===== src/hw/rtl/i2cpec_pkg.sv =====
// Shared types, constants and the PEC byte step of the SMBus command layer.
// No dependencies.
`timescale 1ns / 1ps
`default_nettype none

package i2cpec_pkg;

    localparam int BUFFER_BYTES = 4;
    localparam int BUF_IDX_W    = $clog2(BUFFER_BYTES);

    localparam logic [7:0]  CRC_POLY         = 8'h07;
    localparam logic [15:0] IDENTITY_RESET   = 16'h0201;
    localparam logic [15:0] REVISION_RESET   = 16'h0304;
    localparam logic [2:0]  IDENTITY_BYTES   = 3'd4;
    localparam logic [7:0]  MOTOR_DATA_BYTES = 8'd2;
    localparam logic [7:0]  TX_POS_LIMIT     = 8'd128;
    localparam logic [7:0]  POS_MAX          = 8'd255;

    localparam int IN_TDATA_W  = 8;
    localparam int IN_TUSER_W  = 2;
    localparam int OUT_TDATA_W = 24;
    localparam int OUT_TUSER_W = 1;
    localparam int CFG_ADDR_W  = 2;
    localparam int CFG_DATA_W  = 16;

    typedef enum logic [1:0] {
        OP_START = 2'd0,
        OP_RX    = 2'd1,
        OP_TX    = 2'd2,
        OP_NONE  = 2'd3
    } opcode_t;

    typedef enum logic [1:0] {
        CMD_IDENTITY = 2'd0,
        CMD_MOTOR    = 2'd1,
        CMD_NONE     = 2'd2
    } command_t;

    typedef enum logic [1:0] {
        REG_SLAVE_ADDRESS     = 2'd0,
        REG_PEC_ENABLE        = 2'd1,
        REG_DEVICE_ID         = 2'd2,
        REG_FIRMWARE_REVISION = 2'd3
    } cfg_reg_t;

    typedef struct packed {
        logic [6:0]  slave_address;
        logic        pec_enable;
        logic [15:0] device_id;
        logic [15:0] firmware_revision;
    } cfg_t;

    typedef struct packed {
        opcode_t    opcode;
        logic [7:0] rx_byte;
    } item_t;

    typedef struct packed {
        logic [7:0] tx_byte;
        logic       motor_update;
        logic       motor_channel;
        logic [8:0] motor_speed;
        logic [1:0] motor_mode;
    } result_t;

    // one byte through the CRC-8 register, MSB first
    function automatic logic [7:0] pec_step(input logic [7:0] v);
        logic [7:0] x;
        x = v;
        for (int i = 0; i < 8; i++)
        begin
            x = x[7] ? ((x << 1) ^ CRC_POLY) : (x << 1);
        end
        return x;
    endfunction

endpackage

`default_nettype wire


===== src/hw/rtl/i2c_slave_command_pec_handler_unit.sv =====
// Top level of the SMBus slave command layer with PEC (CRC-8, poly 0x07).
// Depends on i2cpec_pkg, i2cpec_cfg_regs, i2cpec_in_stage, i2cpec_core,
// i2cpec_out_stage.
//
//  channel  | handshake              | payload
//  ---------+------------------------+----------------------------------------
//  s_axis   | s_axis_tvalid/tready   | tdata: rx_byte; tuser: opcode
//  m_axis   | m_axis_tvalid/tready   | tdata: tx_byte, channel, speed, mode
//           |                        | tuser: motor_update
//  cfg      | cfg_valid/cfg_ready    | cfg_addr: register index, cfg_data
//
// One event word per cycle sustained while m_axis is not stalled; the result word
// passes the input register, then the result register, and leaves on m_axis_tready.
// The PEC step and buffer select sit between those two registers.
// Reset (rst_n low, asynchronous) clears command state and loads register defaults.
// A stalled m_axis holds its word; s_axis keeps accepting while the input
// register drains into the result register.
`timescale 1ns / 1ps
`default_nettype none

module i2c_slave_command_pec_handler_unit (
    input  wire logic                                clk,
    input  wire logic                                rst_n,
    input  wire logic                                s_axis_tvalid,
    output      logic                                s_axis_tready,
    // [7:0] rx_byte
    input  wire logic [i2cpec_pkg::IN_TDATA_W-1:0]   s_axis_tdata,
    // [1:0] opcode
    input  wire logic [i2cpec_pkg::IN_TUSER_W-1:0]   s_axis_tuser,
    output      logic                                m_axis_tvalid,
    input  wire logic                                m_axis_tready,
    // [7:0] tx_byte, [8] motor_channel, [17:9] motor_speed, [19:18] motor_mode,
    // [23:20] zero
    output      logic [i2cpec_pkg::OUT_TDATA_W-1:0]  m_axis_tdata,
    // [0] motor_update
    output      logic [i2cpec_pkg::OUT_TUSER_W-1:0]  m_axis_tuser,
    input  wire logic                                cfg_valid,
    output      logic                                cfg_ready,
    input  wire logic [i2cpec_pkg::CFG_ADDR_W-1:0]   cfg_addr,
    input  wire logic [i2cpec_pkg::CFG_DATA_W-1:0]   cfg_data
);

    i2cpec_pkg::cfg_t    cfg;
    i2cpec_pkg::item_t   in_item;
    i2cpec_pkg::item_t   item;
    i2cpec_pkg::result_t result;
    i2cpec_pkg::result_t out_result;
    logic                item_valid;
    logic                advance;

    assign in_item.opcode  = i2cpec_pkg::opcode_t'(s_axis_tuser);
    assign in_item.rx_byte = s_axis_tdata;

    i2cpec_cfg_regs u_cfg (
        .clk       (clk),
        .rst_n     (rst_n),
        .cfg_valid (cfg_valid),
        .cfg_ready (cfg_ready),
        .cfg_addr  (cfg_addr),
        .cfg_data  (cfg_data),
        .cfg       (cfg)
    );

    i2cpec_in_stage u_in (
        .clk        (clk),
        .rst_n      (rst_n),
        .in_valid   (s_axis_tvalid),
        .in_ready   (s_axis_tready),
        .in_item    (in_item),
        .advance    (advance),
        .item_valid (item_valid),
        .item       (item)
    );

    i2cpec_core u_core (
        .clk     (clk),
        .rst_n   (rst_n),
        .cfg     (cfg),
        .item    (item),
        .advance (advance),
        .result  (result)
    );

    i2cpec_out_stage u_out (
        .clk        (clk),
        .rst_n      (rst_n),
        .item_valid (item_valid),
        .result     (result),
        .advance    (advance),
        .out_valid  (m_axis_tvalid),
        .out_ready  (m_axis_tready),
        .out_result (out_result)
    );

    assign m_axis_tdata = {4'd0, out_result.motor_mode, out_result.motor_speed,
                           out_result.motor_channel, out_result.tx_byte};
    assign m_axis_tuser = out_result.motor_update;

endmodule

`default_nettype wire


===== src/hw/rtl/i2cpec_cfg_regs.sv =====
// Configuration register file of the SMBus command layer.
// Depends on i2cpec_pkg.
`timescale 1ns / 1ps
`default_nettype none

module i2cpec_cfg_regs (
    input  wire logic                              clk,
    input  wire logic                              rst_n,
    input  wire logic                              cfg_valid,
    output      logic                              cfg_ready,
    input  wire logic [i2cpec_pkg::CFG_ADDR_W-1:0] cfg_addr,
    input  wire logic [i2cpec_pkg::CFG_DATA_W-1:0] cfg_data,
    output      i2cpec_pkg::cfg_t                  cfg
);

    i2cpec_pkg::cfg_t cfg_reg;

    assign cfg_ready = 1'b1;
    assign cfg       = cfg_reg;

    always_ff @(posedge clk or negedge rst_n)
    begin
        if (!rst_n)
        begin
            cfg_reg.slave_address     <= 7'd0;
            cfg_reg.pec_enable        <= 1'b1;
            cfg_reg.device_id         <= i2cpec_pkg::IDENTITY_RESET;
            cfg_reg.firmware_revision <= i2cpec_pkg::REVISION_RESET;
        end
        else if (cfg_valid)
        begin
            unique case (i2cpec_pkg::cfg_reg_t'(cfg_addr))
                i2cpec_pkg::REG_SLAVE_ADDRESS:     cfg_reg.slave_address <= cfg_data[6:0];
                i2cpec_pkg::REG_PEC_ENABLE:        cfg_reg.pec_enable <= cfg_data[0];
                i2cpec_pkg::REG_DEVICE_ID:         cfg_reg.device_id <= cfg_data;
                i2cpec_pkg::REG_FIRMWARE_REVISION: cfg_reg.firmware_revision <= cfg_data;
                default:                           cfg_reg <= cfg_reg;
            endcase
        end
    end

endmodule

`default_nettype wire


===== src/hw/rtl/i2cpec_in_stage.sv =====
// Input register of the SMBus command layer: holds one bus event word.
// Depends on i2cpec_pkg.
`timescale 1ns / 1ps
`default_nettype none

module i2cpec_in_stage (
    input  wire logic                 clk,
    input  wire logic                 rst_n,
    input  wire logic                 in_valid,
    output      logic                 in_ready,
    input  wire i2cpec_pkg::item_t    in_item,
    input  wire logic                 advance,
    output      logic                 item_valid,
    output      i2cpec_pkg::item_t    item
);

    logic              vld_reg;
    i2cpec_pkg::item_t item_reg;

    // slot frees up when the held word moves on in the same cycle
    assign in_ready   = !vld_reg || advance;
    assign item_valid = vld_reg;
    assign item       = item_reg;

    always_ff @(posedge clk or negedge rst_n)
    begin
        if (!rst_n)
        begin
            vld_reg <= 1'b0;
        end
        else if (in_ready)
        begin
            vld_reg <= in_valid;
        end
    end

    always_ff @(posedge clk)
    begin
        if (in_valid && in_ready)
        begin
            item_reg <= in_item;
        end
    end

endmodule

`default_nettype wire


===== src/hw/rtl/i2cpec_core.sv =====
// Command state, PEC register and byte buffer of the SMBus command layer;
// computes one result per bus event. Depends on i2cpec_pkg.
`timescale 1ns / 1ps
`default_nettype none

module i2cpec_core (
    input  wire logic                 clk,
    input  wire logic                 rst_n,
    input  wire i2cpec_pkg::cfg_t     cfg,
    input  wire i2cpec_pkg::item_t    item,
    input  wire logic                 advance,
    output      i2cpec_pkg::result_t  result
);

    localparam int IW = i2cpec_pkg::BUF_IDX_W;

    logic [7:0]            pos_reg, pos_next;
    logic                  expecting_reg, expecting_next;
    i2cpec_pkg::command_t  cmd_reg, cmd_next;
    logic [7:0]            crc_reg, crc_next;
    logic [2:0]            rlen_reg, rlen_next;
    logic [7:0]            data_buf_reg [i2cpec_pkg::BUFFER_BYTES];

    logic [7:0]    addr_w;
    logic [7:0]    crc_addr;
    logic [7:0]    crc_a;
    logic [7:0]    pos_inc;
    logic [7:0]    target;
    logic [7:0]    tx_val;
    logic [7:0]    b0;
    logic [7:0]    b1;
    logic          motor_wr;
    logic          id_load;
    logic [IW-1:0] wr_idx;

    assign addr_w   = {cfg.slave_address, 1'b0};
    assign crc_addr = i2cpec_pkg::pec_step(addr_w);
    assign wr_idx   = pos_reg[IW-1:0];

    always_comb
    begin
        pos_next       = pos_reg;
        expecting_next = expecting_reg;
        cmd_next       = cmd_reg;
        crc_next       = crc_reg;
        rlen_next      = rlen_reg;
        motor_wr       = 1'b0;
        id_load        = 1'b0;
        crc_a          = crc_reg;
        pos_inc        = pos_reg;
        target         = 8'd0;
        tx_val         = 8'd0;
        b0             = 8'd0;
        b1             = 8'd0;
        result         = '0;

        unique case (item.opcode)
            i2cpec_pkg::OP_START:
            begin
                pos_next       = 8'd0;
                expecting_next = 1'b1;
            end
            i2cpec_pkg::OP_RX:
            begin
                if (expecting_reg)
                begin
                    priority if (item.rx_byte == 8'd0)
                        cmd_next = i2cpec_pkg::CMD_IDENTITY;
                    else if (item.rx_byte == 8'd1)
                        cmd_next = i2cpec_pkg::CMD_MOTOR;
                    else
                        cmd_next = i2cpec_pkg::CMD_NONE;
                    crc_next       = i2cpec_pkg::pec_step(crc_addr ^ item.rx_byte);
                    expecting_next = 1'b0;
                end
                else if (cmd_reg == i2cpec_pkg::CMD_MOTOR)
                begin
                    if (pos_reg < i2cpec_pkg::MOTOR_DATA_BYTES)
                    begin
                        motor_wr = 1'b1;
                        crc_next = i2cpec_pkg::pec_step(crc_reg ^ item.rx_byte);
                    end
                    pos_inc  = (pos_reg != i2cpec_pkg::POS_MAX) ? pos_reg + 8'd1 : pos_reg;
                    pos_next = pos_inc;
                    target   = i2cpec_pkg::MOTOR_DATA_BYTES + {7'd0, cfg.pec_enable};
                    // forward a data byte written in this same cycle
                    b0 = (motor_wr && wr_idx == IW'(0)) ? item.rx_byte : data_buf_reg[0];
                    b1 = (motor_wr && wr_idx == IW'(1)) ? item.rx_byte : data_buf_reg[1];
                    if (pos_inc == target && (!cfg.pec_enable || crc_next == item.rx_byte))
                    begin
                        result.motor_update  = 1'b1;
                        result.motor_channel = b1[3];
                        result.motor_speed   = {b1[0], b0};
                        result.motor_mode    = b1[2:1];
                    end
                end
            end
            i2cpec_pkg::OP_TX:
            begin
                if (cmd_reg == i2cpec_pkg::CMD_IDENTITY)
                begin
                    id_load = (pos_reg == 8'd0);
                    if (id_load)
                    begin
                        rlen_next = i2cpec_pkg::IDENTITY_BYTES;
                        crc_a     = i2cpec_pkg::pec_step(crc_reg ^ (addr_w | 8'd1));
                    end
                    if (pos_reg < {5'd0, rlen_next})
                    begin
                        tx_val = id_load ? cfg.device_id[15:8] : data_buf_reg[wr_idx];
                    end
                    crc_next = crc_a;
                    if (cfg.pec_enable)
                    begin
                        if (pos_reg == {5'd0, rlen_next})
                            tx_val = crc_a;
                        else
                            crc_next = i2cpec_pkg::pec_step(crc_a ^ tx_val);
                    end
                    if (pos_reg < i2cpec_pkg::TX_POS_LIMIT)
                    begin
                        pos_next = pos_reg + 8'd1;
                    end
                    result.tx_byte = tx_val;
                end
            end
            default:
            begin
                // unused event code: hold everything
            end
        endcase
    end

    always_ff @(posedge clk or negedge rst_n)
    begin
        if (!rst_n)
        begin
            pos_reg       <= 8'd0;
            expecting_reg <= 1'b0;
            cmd_reg       <= i2cpec_pkg::CMD_NONE;
            crc_reg       <= 8'd0;
            rlen_reg      <= 3'd0;
        end
        else if (advance)
        begin
            pos_reg       <= pos_next;
            expecting_reg <= expecting_next;
            cmd_reg       <= cmd_next;
            crc_reg       <= crc_next;
            rlen_reg      <= rlen_next;
        end
    end

    always_ff @(posedge clk)
    begin
        if (advance)
        begin
            if (id_load)
            begin
                data_buf_reg[0] <= cfg.device_id[15:8];
                data_buf_reg[1] <= cfg.device_id[7:0];
                data_buf_reg[2] <= cfg.firmware_revision[15:8];
                data_buf_reg[3] <= cfg.firmware_revision[7:0];
            end
            else if (motor_wr)
            begin
                data_buf_reg[wr_idx] <= item.rx_byte;
            end
        end
    end

endmodule

`default_nettype wire


===== src/hw/rtl/i2cpec_out_stage.sv =====
// Result register of the SMBus command layer; decouples the output stall
// from the input side. Depends on i2cpec_pkg.
`timescale 1ns / 1ps
`default_nettype none

module i2cpec_out_stage (
    input  wire logic                 clk,
    input  wire logic                 rst_n,
    input  wire logic                 item_valid,
    input  wire i2cpec_pkg::result_t  result,
    output      logic                 advance,
    output      logic                 out_valid,
    input  wire logic                 out_ready,
    output      i2cpec_pkg::result_t  out_result
);

    logic                vld_reg;
    i2cpec_pkg::result_t res_reg;

    // take the next word when the register is empty or being drained
    assign advance    = item_valid && (!vld_reg || out_ready);
    assign out_valid  = vld_reg;
    assign out_result = res_reg;

    always_ff @(posedge clk or negedge rst_n)
    begin
        if (!rst_n)
        begin
            vld_reg <= 1'b0;
        end
        else if (!vld_reg || out_ready)
        begin
            vld_reg <= item_valid;
        end
    end

    always_ff @(posedge clk)
    begin
        if (advance)
        begin
            res_reg <= result;
        end
    end

endmodule

`default_nettype wire


===== config.mk =====
export PLATFORM = sky130hd
export DESIGN_NAME = i2c_slave_command_pec_handler_unit
export DESIGN_NICKNAME = d
export VERILOG_FILES = /design/src/hw/rtl/i2cpec_pkg.sv /design/src/hw/rtl/i2c_slave_command_pec_handler_unit.sv /design/src/hw/rtl/i2cpec_cfg_regs.sv /design/src/hw/rtl/i2cpec_in_stage.sv /design/src/hw/rtl/i2cpec_core.sv /design/src/hw/rtl/i2cpec_out_stage.sv
export SDC_FILE = /design/constraint.sdc
export NUM_CORES = 1
export LEC_CHECK = 0
export BUFFER_PORTS_ARGS = -buffer_cell sky130_fd_sc_hd__buf_2
export CELL_PAD_IN_SITES_DETAIL_PLACEMENT = 2
export CELL_PAD_IN_SITES_GLOBAL_PLACEMENT = 2
export CORE_MARGIN = 2
export CORE_UTILIZATION = 37
export DETAILED_ROUTE_END_ITERATION = 6
export MAX_ROUTING_LAYER = met4
export PLACE_DENSITY = 0.83
export SETUP_SLACK_MARGIN = 0.3
export SYNTH_ARGS = -nofsm -noshare
export SYNTH_HDL_FRONTEND = slang
export SYNTH_SLANG_ARGS = --single-unit

===== constraint.sdc =====
create_clock -name clk -period 3.6 [get_ports clk]
set_clock_uncertainty 0.1 [all_clocks]
set_input_delay 0.36 -clock clk [delete_from_list [all_inputs] [get_ports clk]]
set_output_delay 0.36 -clock clk [all_outputs]
set_load 0.02 [all_outputs]

==> flow_metrics.tcl <==
set metrics [dict create \
    crit_path_end_kind "flip-flop" \
    criticalPathCategory "flip-flop to flip-flop" \
    place_inst 998 \
    power_leakage_nw 4.017 \
    vias_per_cell 6.104 \
    start_util 0.3740 \
    min_from "s_axis_tuser[1]" \
    grt-ovfl-total 0 \
    tightest_slew_ps 1233 \
    syn_inst 681 \
    ff2ff_setup_slack_ps -130 \
    grt_max_degree 57 \
    cts.root.buffer_cell "clkbuf_16" \
    final_cell_mix "mux2_2 (68), edfxtp_1 (63), xnor2_1 (57), dfrtp_1 (57), buf_2 (55)" \
    grt_pass1_wl_um 49180 \
    first_pass_iters 7 \
    die-area_um2 22220 \
    critical_path.cell_chain "or4_4, buf_12, nor4_4, buf_4, buf_4, buf_6, nand2_1, xor2_2, xor2_1, nand2_1, o41ai_4, nand4_1, buf_6, buf_12, a21oi_4" \
    drc 0 \
    yosysWarnings 0 \
    antenna_left 0 \
    ys_seq_area_frac 0.4497 \
    clkSlewWorstSetupHoldPaths_ps 70 \
    cts_buffer_depth 2 \
    r2r-end "u_out.out_result[9]$_SDFFCE_PP0P_" \
    min_to "u_in.item[9]$_DFFE_PP_" \
    stdcell_count 1060 \
    antenna_found_initial 0 \
    hold_viol 0 \
    fin_crit_ps 3732 \
    grt.total_usage 0.3209 \
    wl_per_cell_um 33.94 \
    dp_hpwl_um 19890 \
    worstPathArrival_ps 3920 \
    drive_above_1_share 0.4153 \
    r2r_start "u_core.pos_reg[3]$_DFFE_PN0P_" \
    worst_path_max_delay_cell "or4_4" \
    fp-row-count 53 \
    min_path_cells 1 \
    numCtsBuffers 17 \
    ys_async_sr_fraction 0.5039 \
    grt_pass1_vias 7030 \
    critPathMaxStageDelay_ps 550 \
    antenna_cells 0 \
    io_pins 61 \
    cts.sinks 127 \
    final_common_cell "mux2_2" \
    avgSynthCellArea_um2 11.44 \
    yosysUniqueCellTypes 71 \
    crit_required_ps 3790 \
    first_iter_violations 684 \
    crit_path_start_kind "flip-flop" \
    slew_headroom 0.1762 \
    ys_seq_elements 127 \
    finalWirelength_um 35980 \
    cts_tree "yes" \
    grt_setup_unrepaired "true" \
    status "finished with violations" \
    crit_family "simple AND/OR/NAND/NOR gates" \
    slew_violations 0 \
    drv_cap 0 \
    syn_area_um2 7787 \
    peakVddDrop_uv 665.2 \
    setup_ws_ps -132.5 \
    synth_edf_count 63 \
    largest_reg_flops 40 \
    finalPower_mw 12.26 \
    die_w_um 149.1 \
    cts.htree.levels 4 \
    hold_path_class "input pin to flip-flop" \
    critPathBufInv 6 \
    clock_latency_ps 460 \
    reg2regPathDepth 15 \
    core_area_um2 20820 \
    period_share 1.037 \
    synth_top_flop_cell "edfxtp_1" \
    die_y_um 149.1 \
    vias 6470 \
    gp_congestion 0.8773 \
    syn_to_final_growth_pct 27.80 \
    fmax_mhz 267.9 \
    cp_max_fo 7 \
    power_density_nw_per_um2 1232 \
    violations "setup timing" \
    port_buffers 55 \
    setup_viol 13 \
    nets 814 \
]
==> worst reg2reg max path, delay by kind of cell (launching register included) <==
family                    cells  cell delay, ps
xor gates and xnor gates      2             390
DFF                           1             410
and+or+nand+nor               5            1220
AOI/OAI and AO/OA             2             480
buffers and inverters         6             980
==> cells in the mapped netlist, types with 3 or more instances <==
cell	number	area, um^2
nor2_1	39	146.4
xor2_1	28	245.2
inv_1	8	30.03
mux2_2	68	765.7
dfstp_2	7	183.9
a21oi_1	21	105.1
o211ai_1	3	22.52
buf_4	6	45.04
xor3_1	4	95.09
mux4_2	7	157.7
or2_2	4	25.02
nand2_1	56	210.2
a211oi_1	7	52.55
edfxtp_1	63	1892
nor3_2	3	30.03
nand2b_1	5	31.28
buf_2	15	75.07
a31oi_1	6	37.54
o21ai_0	11	55.05
nand3b_1	5	37.54
clkbuf_1	33	123.9
dfrtp_1	57	1426
nand4_1	3	18.77
buf_1	3	11.26
ha_1	9	112.6
and2_1	8	50.05
xnor3_1	9	202.7
and4_1	3	26.28
a21oi_2	9	78.83
o22ai_1	6	37.54
xnor2_1	70	613.1
nor3_1	9	45.04
mux2i_1	11	110.1
nand3_1	28	140.1
nor2b_1	5	31.28
xnor2_2	3	48.80
==> worst max-delay path by stage <==
stage,cells after the start,slack [ps],startpoint,endpoint
after floorplan,14,170,u_core.pos_reg[3]$_DFFE_PN0P_,u_core.crc_reg[1]$_DFFE_PN0P_
after global placement,13,130,u_core.pos_reg[5]$_DFFE_PN0P_,u_core.crc_reg[1]$_DFFE_PN0P_
after detailed placement,13,-100,u_core.pos_reg[5]$_DFFE_PN0P_,u_core.crc_reg[0]$_DFFE_PN0P_
after CTS,13,140,u_core.pos_reg[7]$_DFFE_PN0P_,u_core.crc_reg[1]$_DFFE_PN0P_
after global routing,15,-190,u_core.pos_reg[5]$_DFFE_PN0P_,u_out.out_result[9]$_SDFFCE_PP0P_
final,15,-130,u_core.pos_reg[3]$_DFFE_PN0P_,u_out.out_result[9]$_SDFFCE_PP0P_
==> cell type report <==
type	instances	area, um^2
multi-input combinational	488	4506
tap	275	344.1
timing repair buffer	128	907.1
clock inverter	13	196.4
fill	2041	10870
clock buffer	19	454.2
sequential	127	3502
inverter	10	42.54
==> cells by family after synthesis <==
group | after synthesis | synth area share
muxes | 88 | 0.1356
adders and majority gates | 9 | 0.01446
DFF | 127 | 0.4497
AOI/OAI and AO/OA | 86 | 0.07536
and+or+nand+nor | 184 | 0.1226
other | 2 | 0.0009644
xor gates and xnor gates | 116 | 0.1608
buffers and inverters | 69 | 0.04049
==> what timing repair did <==
| item | in CTS | in global routing |
|---|---|---|
| buffers inserted | 13 | 9 |
| gates cloned | 1 | 0 |
| endpoints found under the hold margin | 14 | 0 |
| hold buffers | 7 | 0 |
| resized for setup | 34 | 62 |
| setup endpoints to repair | 23 | 31 |
| pin swaps | 20 | 15 |
==> per-stage QoR <==
step,utilization,hold WS (ps),setup WS (ps),area (um^2),TNS [ps]
after floorplan,-,-35.59,171.4,7919,0
after global placement,0.4094,163.1,131.0,8526,0
after detailed placement,0.4094,159.5,-105.0,8526,-254.0
after CTS,0.4581,2.524,139.3,9539,0
after global routing,0.4779,-4.418,-188.9,9952,-2068
final,0.4779,2.049,-132.5,9952,-943.6
==> routing by layer <==
metal  vias up  wire length [um]  GRT usage
li1       2577                 -          -
met1      3318             13940     0.3729
met2       428             17010     0.5131
met3       147              2570    0.06850
met4         0              2452     0.1905
met5         -                 0          -
==> power breakdown <==
part / switching (mW) / internal (mW)
sequential: 0.341 / 1.77
clock: 0.816 / 1.22
combinational: 4.35 / 3.76
(Power assumes the default switching activity.)
